`src/cau_pkg.sv`:
```
`default_nettype none
package cau_pkg;

   typedef enum logic [2:0] {
      KIND_ADD  = 3'd0,
      KIND_SUB  = 3'd1,
      KIND_MUL  = 3'd2,
      KIND_CDIV = 3'd3,
      KIND_RDIV = 3'd4,
      KIND_CONJ = 3'd5,
      KIND_CMP  = 3'd6
   } kind_type;

   // per-beat control that rides along the divider stages
   typedef struct packed {
      logic [2:0] kind;
      logic       neg_re;
      logic       neg_im;
      logic       ovf_re;
      logic       ovf_im;
      logic       div_zero;
      logic       equal;
   } ctrl_type;

endpackage
`default_nettype wire

```
`src/cau_div_step.sv`:
```
`default_nettype none
module cau_div_step #(
   parameter int W   = 32,
   parameter int DW  = 65,
   parameter int RW  = 98,
   parameter int BIT = 0
) (
   input  wire logic              clock,
   input  wire logic              reset,
   input  wire logic              adv,
   input  wire logic              valid_in,
   input  wire cau_pkg::ctrl_type ctrl_in,
   input  wire logic [RW-1:0]     rem_re_in,
   input  wire logic [RW-1:0]     rem_im_in,
   input  wire logic [W:0]        q_re_in,
   input  wire logic [W:0]        q_im_in,
   input  wire logic [DW-1:0]     den_in,
   output logic                   valid_out,
   output cau_pkg::ctrl_type      ctrl_out,
   output logic [RW-1:0]          rem_re_out,
   output logic [RW-1:0]          rem_im_out,
   output logic [W:0]             q_re_out,
   output logic [W:0]             q_im_out,
   output logic [DW-1:0]          den_out
);

   logic [RW-1:0] dsh;
   logic          take_re, take_im;
   logic          valid_ff;
   cau_pkg::ctrl_type ctrl_ff;
   logic [RW-1:0] rem_re_ff, rem_im_ff;
   logic [W:0]    q_re_ff, q_im_ff;
   logic [DW-1:0] den_ff;

   // one restoring step: quotient bit BIT of both parts
   always_comb begin
      dsh     = RW'(den_in) << BIT;
      take_re = rem_re_in >= dsh;
      take_im = rem_im_in >= dsh;
   end

   always_ff @(posedge clock) begin
      if (reset) begin
         valid_ff <= 1'b0;
      end else if (adv) begin
         valid_ff <= valid_in;
      end
   end

   always_ff @(posedge clock) begin
      if (adv) begin
         ctrl_ff   <= ctrl_in;
         den_ff    <= den_in;
         rem_re_ff <= take_re ? (rem_re_in - dsh) : rem_re_in;
         rem_im_ff <= take_im ? (rem_im_in - dsh) : rem_im_in;
         q_re_ff   <= q_re_in | ((W+1)'(take_re) << BIT);
         q_im_ff   <= q_im_in | ((W+1)'(take_im) << BIT);
      end
   end

   assign valid_out  = valid_ff;
   assign ctrl_out   = ctrl_ff;
   assign rem_re_out = rem_re_ff;
   assign rem_im_out = rem_im_ff;
   assign q_re_out   = q_re_ff;
   assign q_im_out   = q_im_ff;
   assign den_out    = den_ff;

endmodule
`default_nettype wire

```
`config.mk`:
```
export PLATFORM = sky130hd
export DESIGN_NAME = cau_div_step
export DESIGN_NICKNAME = d
export VERILOG_FILES = /design/src/cau_pkg.sv /design/src/cau_div_step.sv
export SDC_FILE = /design/constraint.sdc
export NUM_CORES = 1
export LEC_CHECK = 0
export ABC_CLOCK_PERIOD_IN_PS = 9070
export BUFFER_PORTS_ARGS = -buffer_cell sky130_fd_sc_hd__buf_2
export CAP_MARGIN = 20
export CORE_AREA = 3 3 260 262
export CTS_CLUSTER_SIZE = 25
export DETAILED_ROUTE_END_ITERATION = 8
export DIE_AREA = 0 0 263 265
export PLACE_DENSITY = 0.62
export SLEW_MARGIN = 20
export SYNTH_ARGS = -nofsm -noshare
export SYNTH_HDL_FRONTEND = slang
export SYNTH_SLANG_ARGS = --single-unit
```
`constraint.sdc`:
```
create_clock -name clock -period 9.07 [get_ports clock]
set_input_delay 0.4535 -clock clock [delete_from_list [all_inputs] [get_ports clock]]
set_output_delay 0.4535 -clock clock [all_outputs]
set_load 0.03 [all_outputs]
```
==> flow_metrics.tcl <==
set metrics [dict create \
    final.setup_skew_ns 0 \
    cellPowerDensity_mw_per_mm2 188.5 \
    p_clk_share_pct 32.2 \
    worstSetupPathType "primary input to flip-flop" \
    placed_area_mm2 0.02581 \
    p_seq_share_pct 38.9 \
    antenna_found_initial 13 \
    ant_nets 0 \
    peakVddDrop_uv 127.4 \
    grt_usage_pct 23.51 \
    relSlewSlack_pct 23.89 \
    vias_per_cell 5.310 \
    r2r_cells 2 \
    hold_path_end "q_im_out[28]" \
    rrSetupSlack_ns 8.48 \
    synth_cell_types 80 \
    synth_area_leaders "edfxtp_1, ha_1, nand2_1" \
    worst_pin_slew_ns 1.127 \
    syn_avg_cell_area_um2 9.633 \
    slew_viol_final 0 \
    area_growth_pct 25.65 \
    die_area_mm2 0.06970 \
    grt_pass1_wl_um 124900 \
    htree_levels 2 \
    vias 20090 \
    std_cell_rows 94 \
    min_from "q_im_in[28]" \
    drc 0 \
    post_cts_buffers 0 \
    postCtsHoldBufs 1 \
    max_freq_mhz 211.0 \
    setup_viol 0 \
    cts_resized 0 \
    power.leakage_nw 11.10 \
    rsz0062_at_grt "false" \
    hold_viol_final 0 \
    combPwrFrac_pct 28.9 \
    cp_max_fo 57 \
    drive_gt1_share_pct 26.87 \
    cts_sinks 337 \
    path_clk_slew_ns 0.06 \
    cap_violations 0 \
    post-route-min-period_ns 4.739 \
    first_iter_violations 1851 \
    multiInputGateArea_mm2 0.01076 \
    crit_path_end_kind "flip-flop" \
    coreArea_mm2 0.06563 \
    clock_path_buffers 3 \
    p_sw_share_pct 34.76 \
    syn_nets 2715 \
    hold_class "primary input to flip-flop" \
    wirelength_um 86120 \
    grt_max_degree 85 \
    insertion_delay_ns 0.56 \
    min_path_cells 1 \
    yosysWarningCount 0 \
    grt_pass1_vias 19450 \
    synthFlopType "edfxtp_1" \
    fillers 6557 \
    final_cell_area_mm2 0.02715 \
    dp_hpwl_um 70760 \
    netlist_area_mm2 0.02161 \
    start_kind "primary input" \
    synth_top_area_share_pct 46.70 \
    cts-root-buf "clkbuf_16" \
    post-route-period-util_pct 52.25 \
    die-width_um 263 \
    die-height_um 265 \
    io_buffers 676 \
    regArea_mm2 0.01011 \
    synth_largest_area_cell "edfxtp_1" \
    outcome "finished, final reports clean" \
    worstPathArrival_ns 5.05 \
    yosysSeqAreaShare_pct 46.79 \
    gp_congestion 0.9605 \
    worstPathRequired_ns 9.39 \
    avgRoutedWirePerCell_um 22.76 \
    switchingPower_mw 1.778 \
    yosys.cell_count.top_type "edfxtp_1" \
    reg2reg_to "valid_out" \
    io_pins 677 \
    numCtsBuffers 41 \
    fin_nets 3355 \
    p_int_mw 3.338 \
    finalSetupTns_ns 0 \
    ys_seq_elements 337 \
    cts_tree "done" \
    start_util_pct 32.92 \
    grt_remaining_overflow 0 \
    timing.rr.start "valid_out" \
    drtPass1Iterations 5 \
    syn_inst 2243 \
    synthTopCellsByCount "edfxtp_1, nand2_1, o21ai_0" \
    async_flop_share_pct 0 \
    synth_edf_count 336 \
]
==> flip-flops by register name, summed over array words and instances, names as in the netlist <==
name,flops
rem_re_out,98
rem_im_out,98
ctrl_out,9
den_out,65
q_re_out,33
valid_out,1
q_im_out,33
==> logic make-up (layout without fill, tap and decap cells) <==
logic type                 count (synthesis)  after routing  synth area share, %
AOI/OAI and AO/OA                        617            617                17.15
xor gates and xnor gates                 192            192                7.818
adders and majority gates                132            132                7.713
buffers and inverters                    193            864                3.492
DFF                                      337            337                46.79
muxes                                      8              8               0.4053
other                                      0              6                    0
and+or+nand+nor                          764            764                16.63
==> power groups by stage <==
stage / Combinational (mW) / Sequential, mW / Clock (mW)
2_1_floorplan: 0.554 / 2.38 / 0
5_1_grt: 1.58 / 2.01 / 1.75
6_report: 1.48 / 1.99 / 1.65
4_1_cts: 1.47 / 2.00 / 1.70
3_5_place_dp: 1.47 / 2.02 / 0
3_3_place_gp: 1.47 / 2.02 / 0
==> metal layers <==
layer  GRT usage, %  wire [um]  part of all wire, %
met5              0         67                0.078
met3          4.891       6495                  7.5
met4          7.495       2775                  3.2
met1          30.08      35500                   41
met2          39.90      41280                   48
==> worst max path at each step <==
| stage | to | cells after the start | slack, ns | from |
|---|---|---|---|---|
| 6_report | rem_im_out[91] | 14 | 4.33 | den_in[10] |
| 5_1_grt | rem_im_out[91] | 14 | 3.85 | den_in[10] |
| 4_1_cts | rem_im_out[91] | 14 | 4.37 | den_in[10] |
| 3_5_place_dp | rem_im_out[91] | 14 | 3.76 | den_in[10] |
| 3_3_place_gp | rem_im_out[91] | 14 | 3.92 | den_in[10] |
| 2_1_floorplan | rem_re_out[91] | 15 | 5.05 | rem_re_in[0] |
==> area by class of cell <==
class                   instances  share of cell area (%)
diodes                          6                 0.05530
repair buffers                688                   12.84
inverters                     102                   1.410
clock inverters                26                  0.9770
well taps                     864                   3.982
clock buffers                  48                   3.876
multi-input cells            1713                   39.62
flip-flops and latches        337                   37.24
==> per-stage QoR <==
stage               worst slack [ns]  hold slack (ns)  total power [mW]  std cells  util [%]
floorplan                      5.053           0.5259             2.937       2243         -
global placement               3.921           0.4703             3.494       3703     39.32
detailed placement             3.758           0.4995             3.492       3703     39.32
CTS                            4.375          0.01347             5.167       3778     41.34
global route                   3.849          0.02523             5.340       3780     41.35
finish                         4.331          0.05383             5.117       3784     41.37
==> worst max-delay path: stages <==
cell      delay (ns)
buf_2           0.09
inv_1           0.05
ha_1            0.44
nand4_1         0.25
nor3_1          0.69
o211ai_1        0.21
nand3_1         0.24
o22ai_1         0.18
o21ai_0         0.71
nand2_1         0.22
o21ba_4         0.43
a311oi_1        0.68
nand4_1         0.21
xnor2_1         0.18
==> layout by cell type, fill, tap and decap left out, types with 5 or more instances in the layout <==
cell,Yosys,routed
nor3_1,59,59
clkinv_1,0,7
a211oi_1,13,13
or3_1,32,32
a21oi_1,187,187
buf_4,2,11
a31oi_1,17,17
a221oi_1,6,6
buf_2,17,675
o21ai_0,222,222
diode_2,0,6
nor4b_1,5,5
nor2b_1,10,10
inv_1,102,102
clkbuf_16,0,41
o31ai_1,6,6
o21a_1,8,8
o21bai_1,43,43
xnor2_1,90,90
and3_1,9,9
nor2_1,160,160
clkbuf_1,71,7
nand4_1,59,59
and2_1,8,8
o21ai_1,5,5
ha_1,130,130
nand2b_1,20,20
a21o_1,45,45
mux2_2,6,6
nor4_1,30,30
or2_2,6,6
or4_1,15,15
xor2_1,101,101
a21boi_0,5,5
edfxtp_1,336,336
nand2_1,300,300
nand3_1,33,33
o211ai_1,14,14
clkinv_2,0,6
(Power assumes the default switching activity.)
